[src/hw/rtl/bmah_pkg.sv]
// bmah_pkg: types and constants shared by the battery monitor modules.
// No dependencies.

package bmah_pkg;

    localparam int MV_W       = 15;
    localparam int TAP_W      = 12;
    localparam int RATIO_W    = 12;
    localparam int PROD_W     = TAP_W + RATIO_W;
    localparam int PCT_W      = 7;
    localparam int DIVIDEND_W = 22;
    localparam int DIVISOR_W  = 15;
    localparam int QUOT_W     = 15;
    localparam int NBITS_W    = 4;
    localparam int DSH_W      = DIVISOR_W + QUOT_W - 1;
    localparam int ADDR_W     = 5;
    localparam int DATA_W     = 32;

    localparam logic [MV_W-1:0]    MV_MAX      = 15'd32767;
    localparam logic [PCT_W-1:0]   PCT_FULL    = 7'd100;
    localparam logic [NBITS_W-1:0] AVG_QBITS   = 4'd15;
    localparam logic [NBITS_W-1:0] PCT_QBITS   = 4'd7;

    localparam logic [RATIO_W-1:0] RATIO_RST      = 12'd1270;
    localparam logic [MV_W-1:0]    FULL_RST       = 15'd12100;
    localparam logic [MV_W-1:0]    EMPTY_RST      = 15'd9600;
    localparam logic [MV_W-1:0]    WARN_RST       = 15'd10800;
    localparam logic [MV_W-1:0]    CRIT_RST       = 15'd10500;
    localparam logic [MV_W-1:0]    LOW_RECOV_RST  = 15'd11000;
    localparam logic [MV_W-1:0]    CRIT_RECOV_RST = 15'd10700;

    typedef enum logic [2:0] {
        REG_RATIO      = 3'd0,
        REG_FULL       = 3'd1,
        REG_EMPTY      = 3'd2,
        REG_WARN       = 3'd3,
        REG_CRIT       = 3'd4,
        REG_LOW_RECOV  = 3'd5,
        REG_CRIT_RECOV = 3'd6
    } reg_idx_t;

    typedef enum logic [1:0] {
        ST_UNINIT = 2'd0,
        ST_NORMAL = 2'd1,
        ST_LOW    = 2'd2,
        ST_CRIT   = 2'd3
    } bat_state_t;

    typedef enum logic [3:0] {
        S_IDLE,
        S_SCALE,
        S_RING,
        S_AVG_START,
        S_AVG_WAIT,
        S_STATUS,
        S_PCT_START,
        S_PCT_WAIT,
        S_OUT
    } seq_state_t;

    typedef struct packed {
        logic [RATIO_W-1:0] divider_ratio_q8;
        logic [MV_W-1:0]    full_mv;
        logic [MV_W-1:0]    empty_mv;
        logic [MV_W-1:0]    warn_mv;
        logic [MV_W-1:0]    crit_mv;
        logic [MV_W-1:0]    low_recover_mv;
        logic [MV_W-1:0]    crit_recover_mv;
    } cfg_t;

    typedef struct packed {
        logic                  start;
        logic [DIVIDEND_W-1:0] dividend;
        logic [DIVISOR_W-1:0]  divisor;
        logic [NBITS_W-1:0]    nbits;
    } div_req_t;

    typedef struct packed {
        logic              done;
        logic [QUOT_W-1:0] quotient;
    } div_rsp_t;

endpackage

[src/hw/rtl/bmah_regs.sv]
// bmah_regs: APB-style configuration register file.
// Depends on bmah_pkg.

module bmah_regs (
    input  logic                      clk,
    input  logic                      rst_n,
    input  logic                      psel,
    input  logic                      penable,
    input  logic                      pwrite,
    input  logic [bmah_pkg::ADDR_W-1:0] paddr,
    input  logic [bmah_pkg::DATA_W-1:0] pwdata,
    output logic [bmah_pkg::DATA_W-1:0] prdata,
    output logic                      pready,
    output bmah_pkg::cfg_t            cfg
);
    import bmah_pkg::*;

    cfg_t     cfg_reg;
    reg_idx_t idx;
    logic     wr_en;

    assign idx    = reg_idx_t'(paddr[4:2]);
    assign wr_en  = psel && penable && pwrite;
    assign pready = 1'b1;
    assign cfg    = cfg_reg;

    always_ff @(posedge clk or negedge rst_n)
    begin
        if (!rst_n)
        begin
            cfg_reg.divider_ratio_q8 <= RATIO_RST;
            cfg_reg.full_mv          <= FULL_RST;
            cfg_reg.empty_mv         <= EMPTY_RST;
            cfg_reg.warn_mv          <= WARN_RST;
            cfg_reg.crit_mv          <= CRIT_RST;
            cfg_reg.low_recover_mv   <= LOW_RECOV_RST;
            cfg_reg.crit_recover_mv  <= CRIT_RECOV_RST;
        end
        else if (wr_en)
        begin
            case (idx)
                REG_RATIO:      cfg_reg.divider_ratio_q8 <= pwdata[RATIO_W-1:0];
                REG_FULL:       cfg_reg.full_mv          <= pwdata[MV_W-1:0];
                REG_EMPTY:      cfg_reg.empty_mv         <= pwdata[MV_W-1:0];
                REG_WARN:       cfg_reg.warn_mv          <= pwdata[MV_W-1:0];
                REG_CRIT:       cfg_reg.crit_mv          <= pwdata[MV_W-1:0];
                REG_LOW_RECOV:  cfg_reg.low_recover_mv   <= pwdata[MV_W-1:0];
                REG_CRIT_RECOV: cfg_reg.crit_recover_mv  <= pwdata[MV_W-1:0];
                default:        ;
            endcase
        end
    end

    always_comb
    begin
        case (idx)
            REG_RATIO:      prdata = DATA_W'(cfg_reg.divider_ratio_q8);
            REG_FULL:       prdata = DATA_W'(cfg_reg.full_mv);
            REG_EMPTY:      prdata = DATA_W'(cfg_reg.empty_mv);
            REG_WARN:       prdata = DATA_W'(cfg_reg.warn_mv);
            REG_CRIT:       prdata = DATA_W'(cfg_reg.crit_mv);
            REG_LOW_RECOV:  prdata = DATA_W'(cfg_reg.low_recover_mv);
            REG_CRIT_RECOV: prdata = DATA_W'(cfg_reg.crit_recover_mv);
            default:        prdata = '0;
        endcase
    end

endmodule

[src/hw/rtl/bmah_div.sv]
// bmah_div: shared restoring divider, one quotient bit per cycle.
// Depends on bmah_pkg. Caller guarantees dividend < divisor << nbits.

module bmah_div (
    input  logic               clk,
    input  logic               rst_n,
    input  bmah_pkg::div_req_t req,
    output bmah_pkg::div_rsp_t rsp
);
    import bmah_pkg::*;

    logic [DIVIDEND_W-1:0] rem_reg;
    logic [DSH_W-1:0]      dsh_reg;
    logic [QUOT_W-1:0]     q_reg;
    logic [NBITS_W-1:0]    cnt_reg;
    logic                  busy_reg;
    logic                  done_reg;
    logic                  fits;

    assign fits         = {(DSH_W-DIVIDEND_W)'(0), rem_reg} >= dsh_reg;
    assign rsp.done     = done_reg;
    assign rsp.quotient = q_reg;

    always_ff @(posedge clk or negedge rst_n)
    begin
        if (!rst_n)
        begin
            busy_reg <= 1'b0;
            done_reg <= 1'b0;
            cnt_reg  <= '0;
        end
        else
        begin
            done_reg <= 1'b0;
            if (req.start)
            begin
                busy_reg <= 1'b1;
                cnt_reg  <= req.nbits;
            end
            else if (busy_reg)
            begin
                cnt_reg <= cnt_reg - 1'b1;
                if (cnt_reg == NBITS_W'(1))
                begin
                    busy_reg <= 1'b0;
                    done_reg <= 1'b1;
                end
            end
        end
    end

    always_ff @(posedge clk)
    begin
        if (req.start)
        begin
            rem_reg <= req.dividend;
            dsh_reg <= DSH_W'(req.divisor) << (req.nbits - 1'b1);
            q_reg   <= '0;
        end
        else if (busy_reg)
        begin
            if (fits)
                rem_reg <= rem_reg - dsh_reg[DIVIDEND_W-1:0];
            dsh_reg <= dsh_reg >> 1;
            q_reg   <= {q_reg[QUOT_W-2:0], fits};
        end
    end

endmodule

[src/hw/rtl/battery_monitor_avg_hysteresis.sv]
// battery_monitor_avg_hysteresis: top level of the battery monitor.
// Depends on bmah_pkg, bmah_regs, bmah_div.
//
// Usage:
//   s_* channel: one divider-tap sample per transfer, s_tdata[11:0] = tap_mv.
//   m_* channel: one result per sample, 40-bit m_tdata.
//   APB port: seven threshold/ratio registers at byte addresses 0..24.
//   Each sample is scaled by the Q8 ratio, pushed into a WINDOW-deep ring
//   with a running sum, averaged, classified with hysteresis once the ring
//   has filled, and converted to a 0..100 charge percentage.
//   Each sample passes the scale, ring, mean-division and status states,
//   then the percent-division states when the percent needs a division,
//   before the output state; the shared divider serves both divisions.
//   s_tready is high only while the sequencer is idle, so a new sample is
//   taken only after the previous result has been loaded for output.
//   Reset clears the ring, sum, fill count and status; registers return to
//   their defaults. A stalled m_tready holds the result in the output
//   register; the next sample may be taken meanwhile but finishes only
//   after the held result has been transferred.

module battery_monitor_avg_hysteresis #(
    parameter int WINDOW = 5
) (
    input  logic                        clk,
    input  logic                        rst_n,
    input  logic                        psel,
    input  logic                        penable,
    input  logic                        pwrite,
    input  logic [bmah_pkg::ADDR_W-1:0] paddr,
    input  logic [bmah_pkg::DATA_W-1:0] pwdata,
    output logic [bmah_pkg::DATA_W-1:0] prdata,
    output logic                        pready,
    input  logic                        s_tvalid,
    output logic                        s_tready,
    input  logic [15:0]                 s_tdata,  // [11:0] tap_mv
    output logic                        m_tvalid,
    input  logic                        m_tready,
    // [14:0] battery_mv, [29:15] average_mv, [30] window_full,
    // [32:31] status, [39:33] percent
    output logic [39:0]                 m_tdata
);
    import bmah_pkg::*;

    localparam int SLOT_W = (WINDOW > 1) ? $clog2(WINDOW) : 1;
    localparam int FILL_W = $clog2(WINDOW + 1);
    localparam int SUM_W  = MV_W + $clog2(WINDOW);

    cfg_t       cfg;
    div_req_t   div_req;
    div_rsp_t   div_rsp;

    seq_state_t state_reg, state_next;
    bat_state_t bat_reg, bat_next;

    logic [MV_W-1:0]       ring_reg [WINDOW];
    logic [SUM_W-1:0]      sum_reg;
    logic [SLOT_W-1:0]     slot_reg;
    logic [FILL_W-1:0]     fill_reg;
    logic [PROD_W-1:0]     prod_reg;
    logic [MV_W-1:0]       mv_reg;
    logic [MV_W-1:0]       old_reg;
    logic [MV_W-1:0]       avg_reg;
    logic [PCT_W-1:0]      pct_reg;
    logic [DIVIDEND_W-1:0] num_reg;
    logic [DIVISOR_W-1:0]  span_reg;

    logic                  m_tvalid_reg;
    logic [39:0]           m_tdata_reg;

    logic                  in_xfer;
    logic                  out_load;
    logic                  win_full;
    logic [MV_W-1:0]       span;

    bmah_regs u_regs (
        .clk     (clk),
        .rst_n   (rst_n),
        .psel    (psel),
        .penable (penable),
        .pwrite  (pwrite),
        .paddr   (paddr),
        .pwdata  (pwdata),
        .prdata  (prdata),
        .pready  (pready),
        .cfg     (cfg)
    );

    bmah_div u_div (
        .clk   (clk),
        .rst_n (rst_n),
        .req   (div_req),
        .rsp   (div_rsp)
    );

    assign in_xfer  = s_tvalid && s_tready;
    assign win_full = (fill_reg == FILL_W'(WINDOW));
    assign span     = cfg.full_mv - cfg.empty_mv;
    assign m_tvalid = m_tvalid_reg;
    assign m_tdata  = m_tdata_reg;

    always_ff @(posedge clk or negedge rst_n)
    begin
        if (!rst_n)
            state_reg <= S_IDLE;
        else
            state_reg <= state_next;
    end

    always_comb
    begin
        state_next       = state_reg;
        s_tready         = 1'b0;
        out_load         = 1'b0;
        div_req.start    = 1'b0;
        div_req.dividend = DIVIDEND_W'(sum_reg);
        div_req.divisor  = DIVISOR_W'(WINDOW);
        div_req.nbits    = AVG_QBITS;
        case (state_reg)
            S_IDLE:
            begin
                s_tready = 1'b1;
                if (s_tvalid)
                    state_next = S_SCALE;
            end
            S_SCALE:     state_next = S_RING;
            S_RING:      state_next = S_AVG_START;
            S_AVG_START:
            begin
                div_req.start = 1'b1;
                state_next    = S_AVG_WAIT;
            end
            S_AVG_WAIT:
            begin
                if (div_rsp.done)
                    state_next = S_STATUS;
            end
            S_STATUS:
            begin
                if (mv_reg <= cfg.empty_mv || cfg.full_mv <= cfg.empty_mv
                    || mv_reg >= cfg.full_mv)
                    state_next = S_OUT;
                else
                    state_next = S_PCT_START;
            end
            S_PCT_START:
            begin
                div_req.start    = 1'b1;
                div_req.dividend = num_reg;
                div_req.divisor  = span_reg;
                div_req.nbits    = PCT_QBITS;
                state_next       = S_PCT_WAIT;
            end
            S_PCT_WAIT:
            begin
                div_req.dividend = num_reg;
                div_req.divisor  = span_reg;
                div_req.nbits    = PCT_QBITS;
                if (div_rsp.done)
                    state_next = S_OUT;
            end
            S_OUT:
            begin
                if (!m_tvalid_reg || m_tready)
                begin
                    out_load   = 1'b1;
                    state_next = S_IDLE;
                end
            end
            default:     state_next = S_IDLE;
        endcase
    end

    // hysteresis classifier on the mean
    always_comb
    begin
        bat_next = bat_reg;
        case (bat_reg)
            ST_LOW:
            begin
                if (avg_reg <= cfg.crit_mv)
                    bat_next = ST_CRIT;
                else if (avg_reg >= cfg.low_recover_mv)
                    bat_next = ST_NORMAL;
            end
            ST_CRIT:
            begin
                if (avg_reg >= cfg.low_recover_mv)
                    bat_next = ST_NORMAL;
                else if (avg_reg >= cfg.crit_recover_mv)
                    bat_next = ST_LOW;
            end
            default:
            begin
                if (avg_reg <= cfg.crit_mv)
                    bat_next = ST_CRIT;
                else if (avg_reg <= cfg.warn_mv)
                    bat_next = ST_LOW;
                else
                    bat_next = ST_NORMAL;
            end
        endcase
    end

    always_ff @(posedge clk or negedge rst_n)
    begin
        if (!rst_n)
        begin
            for (int i = 0; i < WINDOW; i++)
                ring_reg[i] <= '0;
            sum_reg      <= '0;
            slot_reg     <= '0;
            fill_reg     <= '0;
            bat_reg      <= ST_UNINIT;
            m_tvalid_reg <= 1'b0;
        end
        else
        begin
            if (state_reg == S_RING)
            begin
                ring_reg[slot_reg] <= mv_reg;
                sum_reg <= sum_reg - SUM_W'(old_reg) + SUM_W'(mv_reg);
                if (slot_reg == SLOT_W'(WINDOW - 1))
                    slot_reg <= '0;
                else
                    slot_reg <= slot_reg + SLOT_W'(1);
                if (!win_full)
                    fill_reg <= fill_reg + FILL_W'(1);
            end
            if (state_reg == S_STATUS && win_full)
                bat_reg <= bat_next;
            if (out_load)
                m_tvalid_reg <= 1'b1;
            else if (m_tready)
                m_tvalid_reg <= 1'b0;
        end
    end

    always_ff @(posedge clk)
    begin
        if (in_xfer)
            prod_reg <= PROD_W'(s_tdata[TAP_W-1:0]) * PROD_W'(cfg.divider_ratio_q8);
        if (state_reg == S_SCALE)
        begin
            mv_reg  <= prod_reg[PROD_W-1] ? MV_MAX : prod_reg[PROD_W-2:8];
            old_reg <= ring_reg[slot_reg];
        end
        if (state_reg == S_AVG_WAIT && div_rsp.done)
            avg_reg <= div_rsp.quotient;
        if (state_reg == S_STATUS)
        begin
            num_reg  <= DIVIDEND_W'(mv_reg - cfg.empty_mv) * DIVIDEND_W'(PCT_FULL);
            span_reg <= span;
            if (mv_reg <= cfg.empty_mv)
                pct_reg <= '0;
            else
                pct_reg <= PCT_FULL;
        end
        if (state_reg == S_PCT_WAIT && div_rsp.done)
            pct_reg <= div_rsp.quotient[PCT_W-1:0];
        if (out_load)
            m_tdata_reg <= {pct_reg, bat_reg, win_full, avg_reg, mv_reg};
    end

endmodule

[config.mk]
export PLATFORM = sky130hd
export DESIGN_NAME = battery_monitor_avg_hysteresis
export DESIGN_NICKNAME = d
export VERILOG_FILES = /design/src/hw/rtl/bmah_pkg.sv /design/src/hw/rtl/bmah_regs.sv /design/src/hw/rtl/bmah_div.sv /design/src/hw/rtl/battery_monitor_avg_hysteresis.sv
export SDC_FILE = /design/constraint.sdc
export NUM_CORES = 1
export LEC_CHECK = 0
export ABC_AREA = 1
export BUFFER_PORTS_ARGS = -buffer_cell sky130_fd_sc_hd__buf_2
export CORE_ASPECT_RATIO = 0.6
export CORE_UTILIZATION = 45
export CTS_BUF_LIST = sky130_fd_sc_hd__clkbuf_8 sky130_fd_sc_hd__clkbuf_16
export CTS_CLUSTER_DIAMETER = 150
export DETAILED_ROUTE_END_ITERATION = 10
export HOLD_SLACK_MARGIN = 0.03
export SYNTH_ARGS = -nofsm -noshare
export SYNTH_HDL_FRONTEND = slang
export SYNTH_SLANG_ARGS = --single-unit
[constraint.sdc]
create_clock -name clk -period 5.79 [get_ports clk]
set_clock_uncertainty 0.05 [all_clocks]
set_input_delay 1.158 -clock clk [delete_from_list [all_inputs] [get_ports clk]]
set_output_delay 1.158 -clock clk [all_outputs]
set_load 0.01 [all_outputs]
==> metrics.log <==
[metrics] library cell with the highest instance count after synthesis: nand2_1
[metrics] final max-slew violation count: 0
[metrics] synthesized netlist cell count: 3400
[metrics] worst setup slack after layout: between 400 and 500 ps
[metrics] Boundary Pins: 135
[metrics] ratio of cells with drive above 1 in the final layout: 9.037%
[metrics] startpoint class of the critical path: register
[metrics] net count of the finished layout: approximately 4000
[metrics] post-route non-filler standard cell count: about 4400
[metrics] clock-pin transition on the worst setup and hold timing paths: around 70 ps
[metrics] clock buffers created by TritonCTS: 42
[metrics] post-route total power: 17.17 mW
[metrics] hold slack: about 370 ps
[metrics] DRC Markers: 0
[metrics] # diodes: 0
[metrics] wire length reported by the detailed router: 77220 µm
[metrics] number of buffer and inverter instances along the worst setup path: 3
[metrics] via count normalized by instance count: 5.187
[metrics] CTS tree: built
[metrics] number of port buffers: 93
[metrics] share of async-settable or async-resettable flops after synthesis: between 50% and 60%
[metrics] Cell Count Post-Placement: between 4000 and 5000
[metrics] global-route wire length before repair: about 120000 µm
[metrics] unique cell type count in the Yosys netlist: 46
[metrics] top cell type by total area after synthesis: edfxtp_1
[metrics] source-to-sink clock delay at the later pin of the worst-skew pair: about 580 ps
[metrics] endpoint required time on the critical path: 6060 ps
[metrics] Netlist Area Pre-Place: just under 0.03 mm²
[metrics] worst-path fanout max: 14
[metrics] overflow left after global routing: 0
[metrics] Top delay family on crit path: adder cells
[metrics] EDFF count, synth: ~190
[metrics] mean post-synth cell area: 8.520 µm²
[metrics] Hold Buf Count CTS: 0
[metrics] core utilization of the finished layout: 50.97%
[metrics] RSZ-0062 raised after global routing: false
[metrics] Yosys warnings: 0
[metrics] category of the most critical setup path: reg -> reg
[metrics] cell area reported after detailed placement: between 0.03 and 0.04 mm²
[metrics] root buffer selected by CTS: clkbuf_16
[metrics] sequential area share after synthesis: about two fifths
[metrics] average routed wire per standard cell: roughly 18 µm
[metrics] Fmax: 0.1862 GHz
[metrics] flip-flop count of the largest register, all copies and words added: around 100
[metrics] Critical path origin: u_regs.cfg[101]
[metrics] synth top area cells: edfxtp_1 (20%), dfrtp_1 (15%), ha_1 (11%)
[metrics] vertical die dimension: 198.5 µm
[metrics] Max-Cap Viols: 0
[metrics] Layout area overhead: 11.14%
[metrics] Tot GR Track Use: between 20% and 30%
[metrics] tightest slew margin relative to the limit: 29.28%
[metrics] DIE AREA: 0.06543 mm²
[metrics] die width: 329.6 µm
[metrics] via count: ~23000
[metrics] Fin Setup TNS: 0 ps
[metrics] initial antenna violation count: 0
[metrics] launch instance of the worst register-to-register path: u_regs.cfg[101]
[metrics] static leakage power: about 16 nW
[metrics] initial standard-cell utilization of the core: 45.86%
[metrics] worst hold path startpoint: pct_reg[4]
[metrics] cell type of the slowest stage on the worst timing path: dfrtp_1
[metrics] Place WS: -38.57 ps
[metrics] count of buffers added by post-CTS timing repair for setup: 0
[metrics] Post-DP HPWL: roughly 60000 µm
[metrics] total of flip-flops plus latches after synthesis: 423
[metrics] register area: ~0.012 mm²
[metrics] number of failing setup endpoints in the final timing report: 0
[metrics] area of the multi-input gates: about 0.015 mm²
[metrics] site row count: 71
[metrics] Critical Path Max Stage Delay: approximately 740 ps
[metrics] maximum number of pins on one net before global-route repair: ~110
[metrics] Layout Cell Area excl Fill: ~0.032 mm²
[metrics] number of clock sinks seen by CTS: ~420
[metrics] number of global-route vias before repair: around 21000
[metrics] arrival time reported for the critical path endpoint: roughly 5600 ps
[metrics] power density cells: around 530 mW/mm²
[metrics] CTS-repair resized insts: 0
[metrics] commonest register cell after synthesis: edfxtp_1
[metrics] status: complete, no violations
[metrics] hold violation count in the final report: 0
[metrics] clock buffer depth: 3
[metrics] core footprint: between 0.06 and 0.07 mm²
[metrics] last weighted congestion value of the routability-driven placer: about 0.93
[metrics] number of H-tree levels: 2
[metrics] worst vdd rail ir drop: between 0.8 and 0.9 mV
[metrics] Tcrit/Tclk final: 92.77%
[metrics] synth cell count leaders: nand2_1 (835), inv_1 (618), o21ai_0 (267), ha_1 (254), edfxtp_1 (194)
[metrics] antenna violation net count after detailed routing: 0
[metrics] iteration-0 DRC count of the detailed router: between 1500 and 2000
[metrics] top cell type's share of synthesized area: about a fifth
[metrics] drt first pass iters: 5
[metrics] kind of end point of the critical path: register
[metrics] worst slew pin tran: 1058 ps
[metrics] cells traversed along the worst timing path: nand2_1 > fa_1 > fa_1 > inv_1 > fa_1 > fa_1 > inv_1 > fa_1 > inv_1 > ha_1 > nand2_1 > nor2_1 > nand2_1 > o21ai_0 > nand2_1 > nand2_1 > xor2_1
[metrics] worst hold path class: reg -> reg
[metrics] post-layout minimum cycle time: 5371 ps
[metrics] count of filler cells inserted in the layout: about 6000
==> worst paths after layout <==
kind	endpoint	slack, ps	depth (start not counted)
max in group asynchronous	sum_reg[4]	3860	2
worst max-delay path	prod_reg[17]	420	17
worst max register to register	prod_reg[17]	420	17
worst min register to register	m_tdata[37]	370	0
worst min-delay path	m_tdata[37]	370	0
min in group asynchronous	u_regs.cfg[23]	550	1
==> kinds of logic after synthesis <==
logic type / after synthesis / share of synthesized area, %
xor gates and xnor gates: 73 / 2.207
DFF: 423 / 39.82
adders and majority gates: 386 / 20.09
and+or+nand+nor: 1226 / 17.31
other: 2 / 0.02593
buffers and inverters: 732 / 9.796
AOI/OAI and AO/OA: 558 / 10.76
==> per-layer routing <==
metal | global-route usage [%] | share of wire (%) | vias to the layer above
met5 | 0 | 0 | -
li1 | - | - | 11161
met2 | 31.90 | 37 | 704
met3 | 6.033 | 8.9 | 78
met1 | 39.69 | 53 | 10831
met4 | 3.789 | 1.4 | 0
==> final cells by class <==
class	instances	share of cell area (%)
Tap cell	839	3.261
Inverter	622	7.252
Timing Repair Buffer	167	3.241
Clock buffer	45	3.393
Multi-Input combinational cell	2262	45.64
Sequential cell	423	35.83
Clock inverter	33	1.384
==> power breakdown <==
group	switching [mW]	internal [mW]	total, mW
clock	1.30	1.79	3.09
combinational	5.86	4.23	10.1
sequential	0.192	3.80	3.99
==> cells in the final DEF, fill, tap and decap left out, types with 6 or more instances in the layout <==
cell type | Yosys | routed
o221ai_1 | 6 | 6
o21ai_0 | 267 | 267
xor2_1 | 48 | 48
bufinv_16 | 0 | 9
nand2_1 | 835 | 835
nand3b_1 | 10 | 10
a31oi_1 | 6 | 6
buf_2 | 15 | 92
dfstp_2 | 42 | 42
a21o_1 | 15 | 15
ha_1 | 254 | 254
dfrtp_1 | 172 | 172
dfxtp_1 | 15 | 15
conb_1 | 2 | 19
clkbuf_16 | 0 | 42
or2_2 | 18 | 18
a211oi_1 | 6 | 6
xnor2_1 | 25 | 25
o22ai_1 | 32 | 32
fa_1 | 132 | 132
nor3_2 | 5 | 7
nor3_1 | 29 | 26
o21bai_1 | 14 | 14
o211ai_1 | 19 | 19
nand3_1 | 110 | 110
nor2_1 | 174 | 171
inv_1 | 618 | 623
buf_4 | 19 | 73
nand4_1 | 41 | 41
a21oi_1 | 150 | 150
edfxtp_1 | 194 | 194
a22oi_1 | 16 | 16
==> worst register-to-register path, stage by stage, from the launching register on <==
cell	delay, ps
dfrtp_1	740
nand2_1	170
fa_1	590
fa_1	570
inv_1	60
fa_1	510
fa_1	550
inv_1	60
fa_1	530
inv_1	40
ha_1	300
nand2_1	90
nor2_1	160
nand2_1	60
o21ai_0	400
nand2_1	110
nand2_1	90
xor2_1	60
(Power assumes the default switching activity.)
